--- src/hw/rtl/hsvc_pkg.sv ---
// Shared types, constants and helpers for the HSV to RGB converter.
package hsvc_pkg;

  localparam int NUM_STAGES = 6;

  localparam logic [10:0] HUE_OFFSET  = 11'd720;
  localparam logic [10:0] CIRCLE_1    = 11'd360;
  localparam logic [10:0] CIRCLE_2    = 11'd720;
  localparam logic [10:0] CIRCLE_3    = 11'd1080;
  localparam logic [7:0]  CHANNEL_MAX = 8'd255;

  // register indexes (paddr[2])
  localparam logic REG_SATURATION = 1'b0;
  localparam logic REG_VALUE      = 1'b1;

  localparam logic [7:0] SATURATION_RESET = 8'd255;
  localparam logic [7:0] VALUE_RESET      = 8'd220;

  // 60-degree sectors
  localparam logic [2:0] SEC_RY = 3'd0;
  localparam logic [2:0] SEC_YG = 3'd1;
  localparam logic [2:0] SEC_GC = 3'd2;
  localparam logic [2:0] SEC_CB = 3'd3;
  localparam logic [2:0] SEC_BM = 3'd4;
  localparam logic [2:0] SEC_MR = 3'd5;

  typedef struct packed {
    logic [7:0] saturation;
    logic [7:0] value_level;
  } config_t;

  // floor(x / 255), exact for x up to 255 * 255
  function automatic logic [7:0] div255(input logic [15:0] x);
    logic [16:0] sum;
    sum = 17'(x) + 17'(x[15:8]) + 17'd1;
    return sum[15:8];
  endfunction

endpackage

--- src/hw/rtl/hsvc_regs.sv ---
// APB configuration registers: saturation and value level.
module hsvc_regs (
  input  logic                  clk,
  input  logic                  rst,
  input  logic                  psel,
  input  logic                  penable,
  input  logic                  pwrite,
  input  logic [2:0]            paddr,
  input  logic [31:0]           pwdata,
  output logic [31:0]           prdata,
  output logic                  pready,
  output hsvc_pkg::config_t     cfg
);
  import hsvc_pkg::*;

  logic [7:0] saturation;
  logic [7:0] value_level;
  logic       wr_en;

  assign pready = 1'b1;
  assign wr_en  = psel && penable && pwrite && pready;

  always_ff @(posedge clk) begin
    if (rst) begin
      saturation  <= SATURATION_RESET;
      value_level <= VALUE_RESET;
    end else if (wr_en) begin
      unique case (paddr[2])
        REG_SATURATION: saturation  <= pwdata[7:0];
        REG_VALUE:      value_level <= pwdata[7:0];
        default:        ;
      endcase
    end
  end

  always_comb begin
    unique case (paddr[2])
      REG_SATURATION: prdata = {24'd0, saturation};
      REG_VALUE:      prdata = {24'd0, value_level};
      default:        prdata = 32'd0;
    endcase
  end

  assign cfg.saturation  = saturation;
  assign cfg.value_level = value_level;

endmodule

--- src/hw/rtl/hsvc_flow.sv ---
// Pipeline valid bits and per-stage load enables with stall backpressure.
module hsvc_flow (
  input  logic                            clk,
  input  logic                            rst,
  input  logic                            in_valid,
  output logic                            in_stall,
  output logic                            out_valid,
  input  logic                            out_stall,
  output logic [hsvc_pkg::NUM_STAGES-1:0] load
);
  import hsvc_pkg::*;

  logic [NUM_STAGES-1:0] valid;
  logic [NUM_STAGES:0]   ready;

  // a stage loads when it is empty or the one after it moves
  always_comb begin
    ready[NUM_STAGES] = !out_stall;
    for (int i = NUM_STAGES - 1; i >= 0; i--) begin
      ready[i] = !valid[i] || ready[i+1];
    end
  end

  assign load = ready[NUM_STAGES-1:0];

  always_ff @(posedge clk) begin
    if (rst) begin
      valid <= '0;
    end else begin
      if (ready[0]) valid[0] <= in_valid;
      for (int i = 1; i < NUM_STAGES; i++) begin
        if (ready[i]) valid[i] <= valid[i-1];
      end
    end
  end

  assign in_stall  = !ready[0];
  assign out_valid = valid[NUM_STAGES-1];

endmodule

--- src/hw/rtl/hsvc_sector.sv ---
// Stages 1-2: hue wrap into 0..359, sector split and fractional remainder.
module hsvc_sector (
  input  logic                            clk,
  input  logic [hsvc_pkg::NUM_STAGES-1:0] load,
  input  logic signed [9:0]               hue,
  output logic [2:0]                      sector,
  output logic [7:0]                      frac
);
  import hsvc_pkg::*;

  logic [10:0] shifted;
  logic [8:0]  h_next;
  logic [8:0]  h;
  logic [2:0]  sector_next;
  logic [8:0]  base;
  logic [5:0]  rem;
  logic [9:0]  rem17;

  // hue + 720 lies in 208..1231
  assign shifted = {hue[9], hue} + HUE_OFFSET;

  always_comb begin
    priority if (shifted >= CIRCLE_3) h_next = 9'(shifted - CIRCLE_3);
    else if (shifted >= CIRCLE_2)     h_next = 9'(shifted - CIRCLE_2);
    else if (shifted >= CIRCLE_1)     h_next = 9'(shifted - CIRCLE_1);
    else                              h_next = shifted[8:0];
  end

  always_ff @(posedge clk) begin
    if (load[0]) h <= h_next;
  end

  always_comb begin
    priority if (h >= 9'd300) begin sector_next = SEC_MR; base = 9'd300; end
    else if (h >= 9'd240)     begin sector_next = SEC_BM; base = 9'd240; end
    else if (h >= 9'd180)     begin sector_next = SEC_CB; base = 9'd180; end
    else if (h >= 9'd120)     begin sector_next = SEC_GC; base = 9'd120; end
    else if (h >= 9'd60)      begin sector_next = SEC_YG; base = 9'd60;  end
    else                      begin sector_next = SEC_RY; base = 9'd0;   end
  end

  assign rem = 6'(h - base);
  // rem * 255 / 60 == rem * 17 / 4
  assign rem17 = {rem, 4'd0} + 10'(rem);

  always_ff @(posedge clk) begin
    if (load[1]) begin
      sector <= sector_next;
      frac   <= rem17[9:2];
    end
  end

endmodule

--- src/hw/rtl/hsvc_shade.sv ---
// Stages 3-6: p, q, t products, divisions by 255 and channel mapping.
module hsvc_shade (
  input  logic                            clk,
  input  logic [hsvc_pkg::NUM_STAGES-1:0] load,
  input  hsvc_pkg::config_t               cfg,
  input  logic [2:0]                      sector,
  input  logic [7:0]                      frac,
  output logic [7:0]                      red,
  output logic [7:0]                      green,
  output logic [7:0]                      blue
);
  import hsvc_pkg::*;

  logic [15:0] prod_sf, prod_sr, prod_vp;
  logic [2:0]  sector3, sector4, sector5;
  logic [7:0]  q_term, t_term, p4, p5;
  logic [15:0] prod_vq, prod_vt;
  logic [7:0]  q, t, v;

  assign v = cfg.value_level;

  // stage 3
  always_ff @(posedge clk) begin
    if (load[2]) begin
      prod_sf <= cfg.saturation * frac;
      prod_sr <= cfg.saturation * (CHANNEL_MAX - frac);
      prod_vp <= v * (CHANNEL_MAX - cfg.saturation);
      sector3 <= sector;
    end
  end

  // stage 4
  always_ff @(posedge clk) begin
    if (load[3]) begin
      q_term  <= CHANNEL_MAX - div255(prod_sf);
      t_term  <= CHANNEL_MAX - div255(prod_sr);
      p4      <= div255(prod_vp);
      sector4 <= sector3;
    end
  end

  // stage 5
  always_ff @(posedge clk) begin
    if (load[4]) begin
      prod_vq <= v * q_term;
      prod_vt <= v * t_term;
      p5      <= p4;
      sector5 <= sector4;
    end
  end

  // stage 6
  assign q = div255(prod_vq);
  assign t = div255(prod_vt);

  always_ff @(posedge clk) begin
    if (load[5]) begin
      unique case (sector5)
        SEC_RY:  begin red <= v;  green <= t;  blue <= p5; end
        SEC_YG:  begin red <= q;  green <= v;  blue <= p5; end
        SEC_GC:  begin red <= p5; green <= v;  blue <= t;  end
        SEC_CB:  begin red <= p5; green <= q;  blue <= v;  end
        SEC_BM:  begin red <= t;  green <= p5; blue <= v;  end
        default: begin red <= v;  green <= p5; blue <= q;  end
      endcase
    end
  end

endmodule

--- src/hw/rtl/hsv_to_rgb_converter.sv ---
// Top level of the HSV to RGB converter: six-stage pipeline plus APB registers.
//
//   channel  | direction | handshake            | payload
//   hue      | in        | hue_valid/hue_stall  | hue (10-bit signed)
//   rgb      | out       | rgb_valid/rgb_stall  | red, green, blue (8-bit)
//   config   | in        | APB psel/penable     | saturation, value_level
//
// One word per clock while rgb is not stalled; each word passes through every stage register.
// The depth is set by the two hue stages, the two multiply stages and their divide-by-255 stages.
// rst clears the valid bits and loads saturation 255, value level 220.
// A stall on rgb holds the last stage; upstream stages keep filling any bubbles.
module hsv_to_rgb_converter (
  input  logic              clk,
  input  logic              rst,
  input  logic              psel,
  input  logic              penable,
  input  logic              pwrite,
  input  logic [2:0]        paddr,
  input  logic [31:0]       pwdata,
  output logic [31:0]       prdata,
  output logic              pready,
  input  logic              hue_valid,
  output logic              hue_stall,
  input  logic signed [9:0] hue,
  output logic              rgb_valid,
  input  logic              rgb_stall,
  output logic [7:0]        red,
  output logic [7:0]        green,
  output logic [7:0]        blue
);
  import hsvc_pkg::*;

  config_t               cfg;
  logic [NUM_STAGES-1:0] load;
  logic [2:0]            sector;
  logic [7:0]            frac;

  hsvc_regs u_regs (
    .clk     (clk),
    .rst     (rst),
    .psel    (psel),
    .penable (penable),
    .pwrite  (pwrite),
    .paddr   (paddr),
    .pwdata  (pwdata),
    .prdata  (prdata),
    .pready  (pready),
    .cfg     (cfg)
  );

  hsvc_flow u_flow (
    .clk       (clk),
    .rst       (rst),
    .in_valid  (hue_valid),
    .in_stall  (hue_stall),
    .out_valid (rgb_valid),
    .out_stall (rgb_stall),
    .load      (load)
  );

  hsvc_sector u_sector (
    .clk    (clk),
    .load   (load),
    .hue    (hue),
    .sector (sector),
    .frac   (frac)
  );

  hsvc_shade u_shade (
    .clk    (clk),
    .load   (load),
    .cfg    (cfg),
    .sector (sector),
    .frac   (frac),
    .red    (red),
    .green  (green),
    .blue   (blue)
  );

endmodule

--- config.mk ---
export PLATFORM = sky130hd
export DESIGN_NAME = hsv_to_rgb_converter
export DESIGN_NICKNAME = d
export VERILOG_FILES = /design/src/hw/rtl/hsvc_pkg.sv /design/src/hw/rtl/hsvc_regs.sv /design/src/hw/rtl/hsvc_flow.sv /design/src/hw/rtl/hsvc_sector.sv /design/src/hw/rtl/hsvc_shade.sv /design/src/hw/rtl/hsv_to_rgb_converter.sv
export SDC_FILE = /design/constraint.sdc
export NUM_CORES = 1
export LEC_CHECK = 0
export BUFFER_PORTS_ARGS = -buffer_cell sky130_fd_sc_hd__buf_4
export CORE_UTILIZATION = 30
export DETAILED_ROUTE_END_ITERATION = 10
export PLACE_DENSITY = 0.45
export SETUP_SLACK_MARGIN = 0.05
export SYNTH_ARGS = -nofsm -noshare
export SYNTH_HDL_FRONTEND = slang
export SYNTH_SLANG_ARGS = --single-unit
--- constraint.sdc ---
create_clock -name clk -period 4.87 [get_ports clk]
set_input_delay 0.2435 -clock clk [delete_from_list [all_inputs] [get_ports clk]]
set_output_delay 0.2435 -clock clk [all_outputs]
set_load 0.02 [all_outputs]
# After elaboration in Yosys (flattened, before gate mapping)
# Cells that the tools add are included.
# word_totals
register_bits	187
in_bits	52
# classes
add_sub_neg	20
mul	5
n_lt_le_gt_ge	8
eq_ne	4
muxes	16
bitwise	1
n_reduce_logical	24
# ops
cell	count
$add 16x1->16 const B	5
$add 16x8->16	5
$pmux 8 s3	3
$pmux 32 s2	1
$mul 8x8->16	3
$mul 8x16->16	2
$mux 6	5
$mux 9	3
$ge 9x8->1 const B	2
$sub 8x8->9 const A	2
$sub 8x8->8 const A	2
$add 11x10->11 const B	1
$ge 11x10->1 const B	1
$ge 11x11->1 const B	1
$ge 11x9->1 const B	1
$add 10x6->10	1
$reduce_or 2->1	5
$ge 9x6->1 const B	1
$ge 9x7->1 const B	1
$ge 9x9->1 const B	1
$sub 9x6->9 const B	1
$sub 9x8->9 const B	1
$sub 9x9->9 const B	1
$logic_not 1->1	8
other kinds (11)	21

# Logic depth before layout (Yosys ltp)
# Gate-level depths: netlist of run 1.
# depth
word_depth	8
ltp_mapped	19

# Cells and area by module
# A second synthesis of run 1 with hierarchy kept.
# unflattened
cells_unflattened	2022
area_unflattened_um2	20074.3
# by_module_without_submodules
mod	instances	cells_per_inst	area_per_inst_um2
hsvc_shade	1	1731	17220.3
hsvc_sector	1	161	1631.6
hsvc_regs	1	103	979.7
hsvc_flow	1	27	242.7

# Worst setup path before layout of run 1
# OpenSTA, ideal clock, no wires.
# synth_timing
path_kind	reg2reg
startpoint	reg u_regs.value_level[0]
endpoint	reg u_shade.prod_vq[15] (data pin)
arrival_time_ps	4582
required_ps	4611
path_slack_ps	29
stages_incl_launch_ff	19
n_path_buf	2
period_less_slack_ps	4841
path_cell_list	dfxtp_1 -> clkbuf_1 -> clkbuf_1 -> nand2_1 -> fa_1 -> fa_1 -> inv_1 -> fa_1 -> inv_1 -> fa_1 -> inv_1 -> ha_1 -> o21a_1 -> o31a_1 -> o211ai_1 -> a21oi_1 -> a2111oi_2 -> a21oi_1 -> xnor2_1
# synth_between
elab_chain_cells	1
# synth_rtl
item	line_no	source
start: declaration	hsvc_regs.sv:17	logic [7:0] value_level;
start signal: assignment	hsvc_regs.sv:30	REG_VALUE: value_level <= pwdata[7:0];
$mul 8x8->16	hsvc_shade.sv:45	prod_vq <= v * q_term;
end signal: assignment	hsvc_shade.sv:45	
end: declaration	hsvc_shade.sv:17	logic [15:0] prod_vq, prod_vt;
# Every way passes these cells.
# A chain may end at the register's enable or synchronous reset.

# Final worst setup path of run 1
# layout_timing
startpoint	reg u_sector.frac[3]
endpoint	reg u_shade.prod_sf[15] (data pin)
# layout_between
elab_chain_cells	1
# layout_rtl
item	line_no	source
start: declaration	hsvc_sector.sv:7	output logic [7:0] frac
start signal: assignment	hsvc_sector.sv:49	frac <= rem17[9:2];
$mul 8x8->16	hsvc_shade.sv:25	prod_sf <= cfg.saturation * frac;
end signal: assignment	hsvc_shade.sv:25	
end: declaration	hsvc_shade.sv:14	logic [15:0] prod_sf, prod_sr, prod_vp;
# Every way passes these cells.

==> summary.txt, run 1 <==
Status
  • Status: finished clean

Clock network
  • Worst-skew pair later-pin latency: 0.49 ns
  • Worst-case clock buffer depth: 2
  • Clk sinks: 187
  • Clk slew on worst S/H paths: 0.08 ns
  • Clk root buf: clkbuf_16
  • TritonCTS Buffers: 17
  • H-tree levels: 4
  • CTS tree: done

Timing
  • Final critical-path share of the clock period: 0.9622
  • Hold Fails Final Rpt: 0
  • Relative slew slack: 0.2846
  • Post-Route Skew: 0.01339 ns
  • WHS: 0.1097 ns
  • Min Tclk post-route: 4.686 ns
  • Worst-margin pin slew: 1.070 ns
  • Final Max Slew Viols: 0
  • RSZ-0062 raised after global routing: true
  • F_max: 213.4 MHz
  • Final setup viols: 0
  • Final setup TNS: 0 ns

Synthesis
  • Mapped cell area: 0.01958 mm^2
  • Async SR Flop Fraction: 0
  • Top FF cell, synth: edfxtp_1
  • Yosys reg bits: 187
  • Post-synth top cells: inv_1 (268), ha_1 (226), fa_1 (182)
  • Syn_area_per_cell: 9.990 um^2
  • Post-synth EDFFs: 165
  • Area leader, netlist: edfxtp_1
  • Most numerous cell in the Yosys netlist: inv_1
  • Yosys warning total: 0
  • Register area share after synthesis: 0.2755
  • Synth top area share: 0.2531
  • Synth top area cells: edfxtp_1 (25%), fa_1 (19%), ha_1 (14%)
  • Unique masters post-synth: 77
  • Syn Inst Count: 1960

Placement
  • Port Buffers: 59
  • Hpwl dp: 37.54 mm
  • Placer congestion estimate: 0.8304

Floorplan
  • IO Pins: 111
  • DIE AREA: 0.06629 mm^2
  • Row count: 93
  • Initial Util: 0.3037
  • Core ar.: 0.06446 mm^2
  • Die width: 257.5 um
  • Die height: 257.5 um

Layout
  • Nets: 2574
  • Synth-to-layout area growth: 15.94%
  • Final Util: 0.3522
  • Antenna fix cells: 0
  • # fillers: 6648
  • Share of post-route cells with drive strength above 1: 0.1354

Global routing
  • Number of global-route vias before repair: 13940
  • Total Routing Usage GR: 0.1449
  • Initial antenna violation count: 0
  • Largest net degree at the start of global routing: 52
  • Overflow after GRT: 0
  • First-pass GRT wire length: 75.31 mm

Worst setup path
  • Critical path class: reg -> reg
  • Delay-heaviest family, CP: adder cells
  • Critical Path Start Type: flop
  • Worst Path Arrival: 4.93 ns
  • Most frequent CP cell: fa_1
  • Crit path required time: 5.11 ns
  • CP Cell Sequence: buf_6 > and2_1 > fa_2 > fa_1 > fa_1 > inv_1 > fa_1 > inv_1 > ha_4 > o21a_1 > o31a_1 > o211ai_1 > a21oi_1 > a2111oi_2 > a21oi_1 > xnor2_1
  • Largest stage delay, worst path: 0.55 ns
  • Critical path endpoint category: flop
  • Critical path peak fanout: 7
  • Slowest CP cell: fa_1
  • Critical path buffers and inverters: 3

Drt
  • Final wirelength: 46.22 mm
  • Post-DR wirelength/cell: 15.50 um
  • Routed via count: 13700
  • Router iterations before antenna repair: 5
  • DRT antenna net count: 0
  • Vias/cell: 4.596
  • DRT iter0 DRCs: 495
  • DRC errors left: 0

Worst hold path
  • Hold/Removal Path Class: in -> reg

Flow run
  • Max-cap violation count: 0
per-layer routing:
metal	GRT usage	up-vias	routed length, um	share of wire
li1	-	6789	-	-
met1	0.1975	6707	22840	0.49
met2	0.2338	163	21300	0.46
met3	0.02364	45	1202	0.026
met4	0.04553	0	879	0.019
met5	0	-	0	0
cell type report:
class	instances	area (um^2)	area share
Sequential cell	187	5418	0.2386
Clock buffer	17	425.4	0.01874
Timing Repair Buffer	200	1635	0.07203
Clock inverter	15	187.7	0.008267
Tap cell	855	1070	0.04712
Inverter	269	1010	0.04448
Multi-Input combinational cell	1439	12960	0.5707
final timing paths:
kind	slack [ns]	depth (start not counted)	start	endpoint
min reg2reg	0.42	0	u_sector.sector[2]	u_shade.sector3[2]
max reg2reg	0.18	16	u_sector.frac[3]	u_shade.prod_sf[15]
max	0.18	16	u_sector.frac[3]	u_shade.prod_sf[15]
min	0.11	2	rst	u_regs.value_level[5]
per-stage QoR:
| stage | area, um^2 | setup WS (ns) | instances |
|---|---|---|---|
| after floorplan | 19670 | 0.08365 | 1983 |
| after global placement | 21650 | 0.01795 | 2919 |
| after detailed placement | 21650 | 0.008200 | 2919 |
| after CTS | 22400 | 0.04835 | 2965 |
| after global routing | 22700 | -0.03100 | 2982 |
| final | 22700 | 0.1842 | 2982 |
what timing repair did:
| item | CTS | global route |
|---|---|---|
| pin swaps | 1 | 32 |
| endpoints found under the hold margin | 21 | 0 |
| resized for setup | 2 | 42 |
| setup buffers | 1 | 17 |
| endpoints found under the setup margin | 5 | 15 |
| hold buffers | 13 | 0 |
state kept, by name, indices dropped and copies added, names as in the netlist, 6 cells and up:
register and count:
u_shade.blue 8, u_shade.prod_vq 16, u_regs.saturation 8, u_regs.value_level 8
u_shade.prod_vt 16, u_shade.prod_vp 16, u_shade.green 8, u_flow.valid 6
u_shade.t_term 8, u_shade.red 8, u_sector.h 9, u_shade.q_term 8
u_shade.prod_sf 16, u_shade.p5 8, u_sector.frac 8, u_shade.p4 8
u_shade.prod_sr 16
cells by family (layout without fill, tap and decap cells):
logic type               Yosys count  count (layout)  share of synthesized area
AO/OA/AOI/OAI                    276             276                    0.09560
XOR/XNOR                         107             107                    0.04863
adder cells (fa/ha/maj)          408             408                     0.3305
buffers and inverters            357             501                    0.07368
flip-flops                       187             187                     0.2755
multiplexers                      10              10                   0.005687
other                              2              25                  0.0003836
AND/OR/NAND/NOR                  613             613                     0.1700
placed cells by master, fill, tap and decap left out, types with 8 or more instances in the layout:
| master | n |
|---|---|
| xor2_1 | 29 |
| o21ai_0 | 44 |
| and2_1 | 154 |
| o211ai_1 | 11 |
| o21a_1 | 20 |
| o22ai_1 | 10 |
| xnor2_1 | 75 |
| and3_1 | 10 |
| mux2_2 | 9 |
| ha_1 | 222 |
| nor3_1 | 13 |
| dlygate4sd3_1 | 13 |
| dfxtp_1 | 12 |
| buf_4 | 174 |
| inv_1 | 267 |
| nor2b_1 | 122 |
| a21o_1 | 12 |
| conb_1 | 25 |
| nand3_1 | 26 |
| a211oi_1 | 13 |
| a211o_1 | 9 |
| nand2b_1 | 33 |
| nand2_1 | 124 |
| fa_1 | 177 |
| clkbuf_16 | 17 |
| nor2_1 | 78 |
| edfxtp_1 | 165 |
| a21oi_1 | 89 |
| or3_1 | 11 |
| or2_2 | 8 |
worst reg2reg max path: cells and delay by family, from the launching register on:
| family | cells | cell delay [ns] |
|---|---|---|
| adder cells (fa/ha/maj) | 5 | 2.10 |
| AO/OA/AOI/OAI | 6 | 1.19 |
| XOR/XNOR | 1 | 0.15 |
| flip-flops | 1 | 0.52 |
| AND/OR/NAND/NOR | 1 | 0.17 |
| buffers and inverters | 3 | 0.31 |
Power of run 1 is not shown: default switching activity piles up to over one toggle a cycle in this logic, so the estimate is an artifact.
==> inputs of run 2 (changes only) <==
- PLACE_DENSITY: 0.45 -> default
==> summary.txt, run 2 (synthesized netlist as in run 1, its figures left out) <==
Timing
  • Relative slew slack: 0.2509 (-0.03368)
  • WHS: 0.02281 ns (-0.08689 ns)
  • RSZ-0062 raised after global routing: false
  • Worst-margin pin slew: 1.124 ns (+0.05311 ns)
  • Setup ws final: 0.1817 ns (-0.002482 ns)
  • F_max: 213.3 MHz (about the same)
  • Post-Route Skew: 0.02051 ns (+0.007122 ns)
  • Final setup viols: 0 (unchanged)
  • Final Max Slew Viols: 0 (unchanged)
  • Final critical-path share of the clock period: 0.9627 (about the same)
  • Hold Fails Final Rpt: 0 (unchanged)
  • Min Tclk post-route: 4.688 ns (+0.002482 ns)

Clock network
  • Worst-skew pair later-pin latency: 0.46 ns (-0.03 ns)
  • Worst-case clock buffer depth: 2 (unchanged)
  • Clk sinks: 187 (unchanged)
  • TritonCTS Buffers: 17 (unchanged)
  • H-tree levels: 4 (unchanged)
  • Clk root buf: clkbuf_16
  • Clk slew on worst S/H paths: 0.09 ns (about the same)
  • CTS tree: done

Drt
  • Router iterations before antenna repair: 5 (unchanged)
  • Final wirelength: 44.37 mm (-4.0%)
  • DRT antenna net count: 0 (unchanged)
  • DRC errors left: 0 (unchanged)
  • Post-DR wirelength/cell: 15.07 um (-2.8%)
  • Vias/cell: 4.736 (+3.0%)
  • Routed via count: 13940 (+1.7%)
  • DRT iter0 DRCs: 610 (+23%)

Layout
  • Share of post-route cells with drive strength above 1: 0.1249 (-0.01046)
  • Finished Cell Area: 0.02239 mm^2 (-1.4%)
  • Synth-to-layout area growth: 14.35%
  • Commonest non-fill, non-tap cells in the layout: inv_1 (267), ha_1 (220), fa_1 (179)
  • Most common cell after layout, fill and taps aside: inv_1
  • Nets: 2536 (-1.5%)
  • Antenna fix cells: 0 (unchanged)

Worst setup path
  • R2R setup slack: 0.18 ns (about the same)
  • Critical path class: reg -> reg
  • Critical path endpoint category: flop
  • Crit path required time: 5.06 ns (-0.05 ns)
  • Critical path peak fanout: 5 (-2)
  • Worst Path Arrival: 4.88 ns (-0.05 ns)
  • Reg2reg path depth: 16 (unchanged)
  • Critical Path Start Type: flop

Worst hold path
  • Hold/Removal Path Class: in -> reg
  • Hold path depth: 2 (unchanged)

Floorplan
  • Core ar.: 0.06446 mm^2 (unchanged)
  • IO Pins: 111 (unchanged)
  • Die height: 257.5 um (unchanged)
  • Die width: 257.5 um (unchanged)
  • Initial Util: 0.3037 (unchanged)
  • DIE AREA: 0.06629 mm^2 (unchanged)
  • Row count: 93 (unchanged)

Global routing
  • Initial antenna violation count: 2 (+2)
  • First-pass GRT wire length: 73.26 mm (-2.7%)
  • Overflow after GRT: 0 (unchanged)
  • Largest net degree at the start of global routing: 52 (unchanged)
  • Number of global-route vias before repair: 14450 (+3.7%)
  • Total Routing Usage GR: 0.1375 (-0.007400)

Status
  • Status: finished clean

Placement
  • Post-DP Area: 0.02136 mm^2 (-1.3%)
  • Hpwl dp: 35.56 mm (-5.3%)
  • Port Buffers: 59 (unchanged)
  • Placer congestion estimate: 0.9009 (+8.5%)
  • Post-Place Worst Slack: -0.06667 ns (-0.07487 ns)

Flow run
  • Max-cap violation count: 0 (unchanged)
[run 2: cell count changes in the layout (fill, tap and decap cells not counted), moves of 3 or more]
cell           change
inv_8              +4
dlygate4sd3_1      -9
clkinv_8           -3
a21oi_1            -4
dfxtp_2            -3
buf_4             -27
a21oi_2            +4
[run 2: path summary, 6_finish.rpt]
| path | endpoint | start |
|---|---|---|
| setup / recovery | u_shade.prod_sf[13] | u_sector.frac[2] |
| hold / removal | u_regs.saturation[3] | pwdata[3] |
| setup reg to reg | u_shade.prod_sf[13] | u_sector.frac[2] |
| hold reg to reg | u_shade.p5[4] | u_shade.p4[4] |
[run 2: timing repair]
item / CTS / global route
hold buffers: 4 / 0
endpoints found under the setup margin: 10 / 16
gates resized for setup: 5 / 42
setup buffers: 10 / 14
endpoints found under the hold margin: 4 / 0
pin swaps: 0 / 25
[run 2: layout make-up]
cell class / instances / area (um^2)
fillers: 6544 / 42080
clock inverters: 13 / 138.9
repair buffers: 162 / 1303
multi-input cells: 1439 / 13000
inverters: 269 / 1010
flip-flops and latches: 187 / 5418
clock buffers: 19 / 452.9
well taps: 855 / 1070
[run 2: through the flow]
stage                 util  cells  TNS (ns)
floorplan                -   1983         0
global route        0.3473   2944         0
global placement    0.3313   2884         0
detailed placement  0.3313   2884   -0.1114
CTS                 0.3424   2930         0
finish              0.3473   2944         0
[run 2: routing by layer]
| metal | share of wire | GRT usage | wire length (um) | vias to the layer above |
|---|---|---|---|---|
| li1 | - | - | - | 6706 |
| met1 | 0.45 | 0.1747 | 20040 | 6890 |
| met2 | 0.48 | 0.2307 | 21130 | 273 |
| met3 | 0.042 | 0.02600 | 1857 | 69 |
| met4 | 0.030 | 0.05145 | 1310 | 4 |
| met5 | 0.00061 | 0 | 27 | - |
[run 2: worst max-delay path: stages (launching register included)]
cell       delay (ns)
edfxtp_1         0.47
buf_4            0.19
and2_4           0.15
fa_1             0.44
fa_1             0.49
inv_1            0.06
fa_1             0.55
fa_1             0.41
inv_1            0.10
ha_4             0.21
o21a_1           0.19
o31a_1           0.12
o211ai_1         0.30
a21oi_2          0.13
a2111oi_4        0.36
buf_4            0.18
xnor2_1          0.08
Power of run 2 is left out for the same reason.
==> inputs of run 3 (changes only) <==
- PLACE_DENSITY_LB_ADDON: default -> 0.12
==> summary.txt, run 3 (synthesized netlist as in run 1, its figures left out) <==
Worst setup path
  • Critical path buffers and inverters: 3 (-1)
  • Critical path peak fanout: 7 (+2)
  • Critical path endpoint category: flop
  • Delay-heaviest family, CP: adder cells
  • Crit path required time: 5.13 ns (+0.07 ns)
  • CP Cell Sequence: and2_1 > fa_1 > fa_1 > inv_1 > fa_1 > fa_1 > inv_1 > ha_1 > o21a_1 > o31a_1 > o211ai_1 > a21oi_2 > a2111oi_4 > a21oi_1 > xnor2_1 > buf_4
  • Most frequent CP cell: fa_1
  • Critical path class: reg -> reg
  • Critical Path Start Type: flop
  • Largest stage delay, worst path: 0.55 ns (about the same)
  • Worst Path Arrival: 4.94 ns (+0.06 ns)
  • R2R setup slack: 0.19 ns (about the same)
  • Slowest CP cell: edfxtp_1

Layout
  • Nets: 2566 (+1.2%)
  • # fillers: 6655 (+1.7%)
  • Share of post-route cells with drive strength above 1: 0.1321 (+0.007198)
  • Commonest non-fill, non-tap cells in the layout: inv_1 (265), ha_1 (222), fa_1 (180)
  • Synth-to-layout area growth: 15.89%
  • Most common cell after layout, fill and taps aside: inv_1

Clock network
  • H-tree levels: 4 (unchanged)
  • Clk root buf: clkbuf_16
  • Clk sinks: 187 (unchanged)
  • Worst-case clock buffer depth: 2 (unchanged)
  • Clk slew on worst S/H paths: 0.08 ns (about the same)
  • TritonCTS Buffers: 17 (unchanged)
  • Worst-skew pair later-pin latency: 0.49 ns (+0.03 ns)
  • CTS tree: done

Drt
  • Final wirelength: 48.42 mm (+9.1%)
  • Post-DR wirelength/cell: 16.27 um (+8.0%)
  • DRC errors left: 0 (unchanged)
  • Routed via count: 13640 (-2.1%)
  • DRT iter0 DRCs: 509 (-17%)
  • Vias/cell: 4.586 (-3.2%)
  • Router iterations before antenna repair: 5 (unchanged)
  • DRT antenna net count: 0 (unchanged)

Timing
  • Min Tclk post-route: 4.679 ns (-0.009700 ns)
  • Hold Fails Final Rpt: 0 (unchanged)
  • Worst-margin pin slew: 1.198 ns (+0.07398 ns)
  • Final setup viols: 0 (unchanged)
  • WHS: 0.1063 ns (+0.08352 ns)
  • Setup ws final: 0.1914 ns (+0.009700 ns)
  • F_max: 213.7 MHz (+0.21%)
  • Final Max Slew Viols: 0 (unchanged)
  • Final critical-path share of the clock period: 0.9607 (-0.001992)
  • RSZ-0062 raised after global routing: true
  • Final setup TNS: 0 ns (unchanged)
  • Relative slew slack: 0.1997 (-0.05125)
  • Post-Route Skew: 0.01960 ns (-0.0009111 ns)

Placement
  • Placer congestion estimate: 0.8213 (-8.8%)
  • Port Buffers: 59 (unchanged)
  • Hpwl dp: 38.74 mm (+8.9%)
  • Post-Place Worst Slack: 0.05281 ns (+0.1195 ns)

Floorplan
  • IO Pins: 111 (unchanged)
  • Die width: 257.5 um (unchanged)
  • Die height: 257.5 um (unchanged)
  • Core ar.: 0.06446 mm^2 (unchanged)
  • Row count: 93 (unchanged)
  • Initial Util: 0.3037 (unchanged)
  • DIE AREA: 0.06629 mm^2 (unchanged)

Global routing
  • Initial antenna violation count: 0 (-2)
  • Overflow after GRT: 0 (unchanged)
  • Number of global-route vias before repair: 14230 (-1.5%)
  • First-pass GRT wire length: 78.36 mm (+7.0%)
  • Total Routing Usage GR: 0.1515 (+0.01391)
  • Largest net degree at the start of global routing: 52 (unchanged)

Status
  • Status: finished clean

Flow run
  • Max-cap violation count: 0 (unchanged)

Worst hold path
  • Hold/Removal Path Class: in -> reg
==> run 3: cell types whose count changed in the layout (fill, tap and decap cells not counted), moves of 4 or more <==
cell	before	now
buf_6	7	3
dlygate4sd3_1	4	13
buf_12	4	11
buf_4	147	165
inv_6	2	6
inv_8	6	2
==> run 3: area by class of cell <==
| cell class | instances | area [um^2] | area share |
|---|---|---|---|
| Multi-Input combinational cell | 1439 | 12970 | 0.5718 |
| Sequential cell | 187 | 5423 | 0.2390 |
| Clock buffer | 18 | 439.2 | 0.01935 |
| Antenna cell | 1 | 2.502 | 0.0001103 |
| Clock inverter | 14 | 148.9 | 0.006562 |
| Inverter | 269 | 1010 | 0.04450 |
| Tap cell | 855 | 1070 | 0.04715 |
| Timing Repair Buffer | 192 | 1623 | 0.07152 |
==> run 3: worst reg2reg max path, stage by stage, from the launching register on <==
cell and delay (ns):
edfxtp_1 0.55, and2_1 0.24, fa_1 0.40, fa_1 0.50
inv_1 0.06, fa_1 0.48, fa_1 0.49, inv_1 0.04
ha_1 0.28, o21a_1 0.19, o31a_1 0.11, o211ai_1 0.31
a21oi_2 0.12, a2111oi_4 0.30, a21oi_1 0.12, xnor2_1 0.13
buf_4 0.12
==> run 3: final timing paths <==
kind	from	end	depth (start not counted)
worst max-delay path	u_sector.frac[4]	u_shade.prod_sf[15]	16
worst min-delay path	rst	u_flow.valid[3]	2
worst max register to register	u_sector.frac[4]	u_shade.prod_sf[15]	16
worst min register to register	u_shade.p4[3]	u_shade.p5[3]	0
==> run 3: metrics by stage <==
step,area [um^2],util,cells
after floorplan,19670,-,1983
final,22690,0.3520,2975
after global placement,21690,0.3365,2918
after CTS,22410,0.3476,2963
after global routing,22690,0.3519,2974
after detailed placement,21690,0.3365,2918
==> run 3: what timing repair did <==
item / CTS / global route
buffers inserted: 0 / 11
gates resized for setup: 1 / 42
pin swaps: 0 / 25
hold buffers: 13 / 0
hold endpoints to repair: 20 / 0
setup endpoints to repair: 4 / 15
==> run 3: metal layers <==
metal / global-route usage / wire, um / vias to the layer above
li1: - / - / 6770
met1: 0.2029 / 23420 / 6668
met2: 0.2529 / 22950 / 157
met3: 0.02108 / 1099 / 48
met4: 0.04372 / 945 / 0
met5: 0 / 0 / -
Power of run 3 is left out for the same reason.
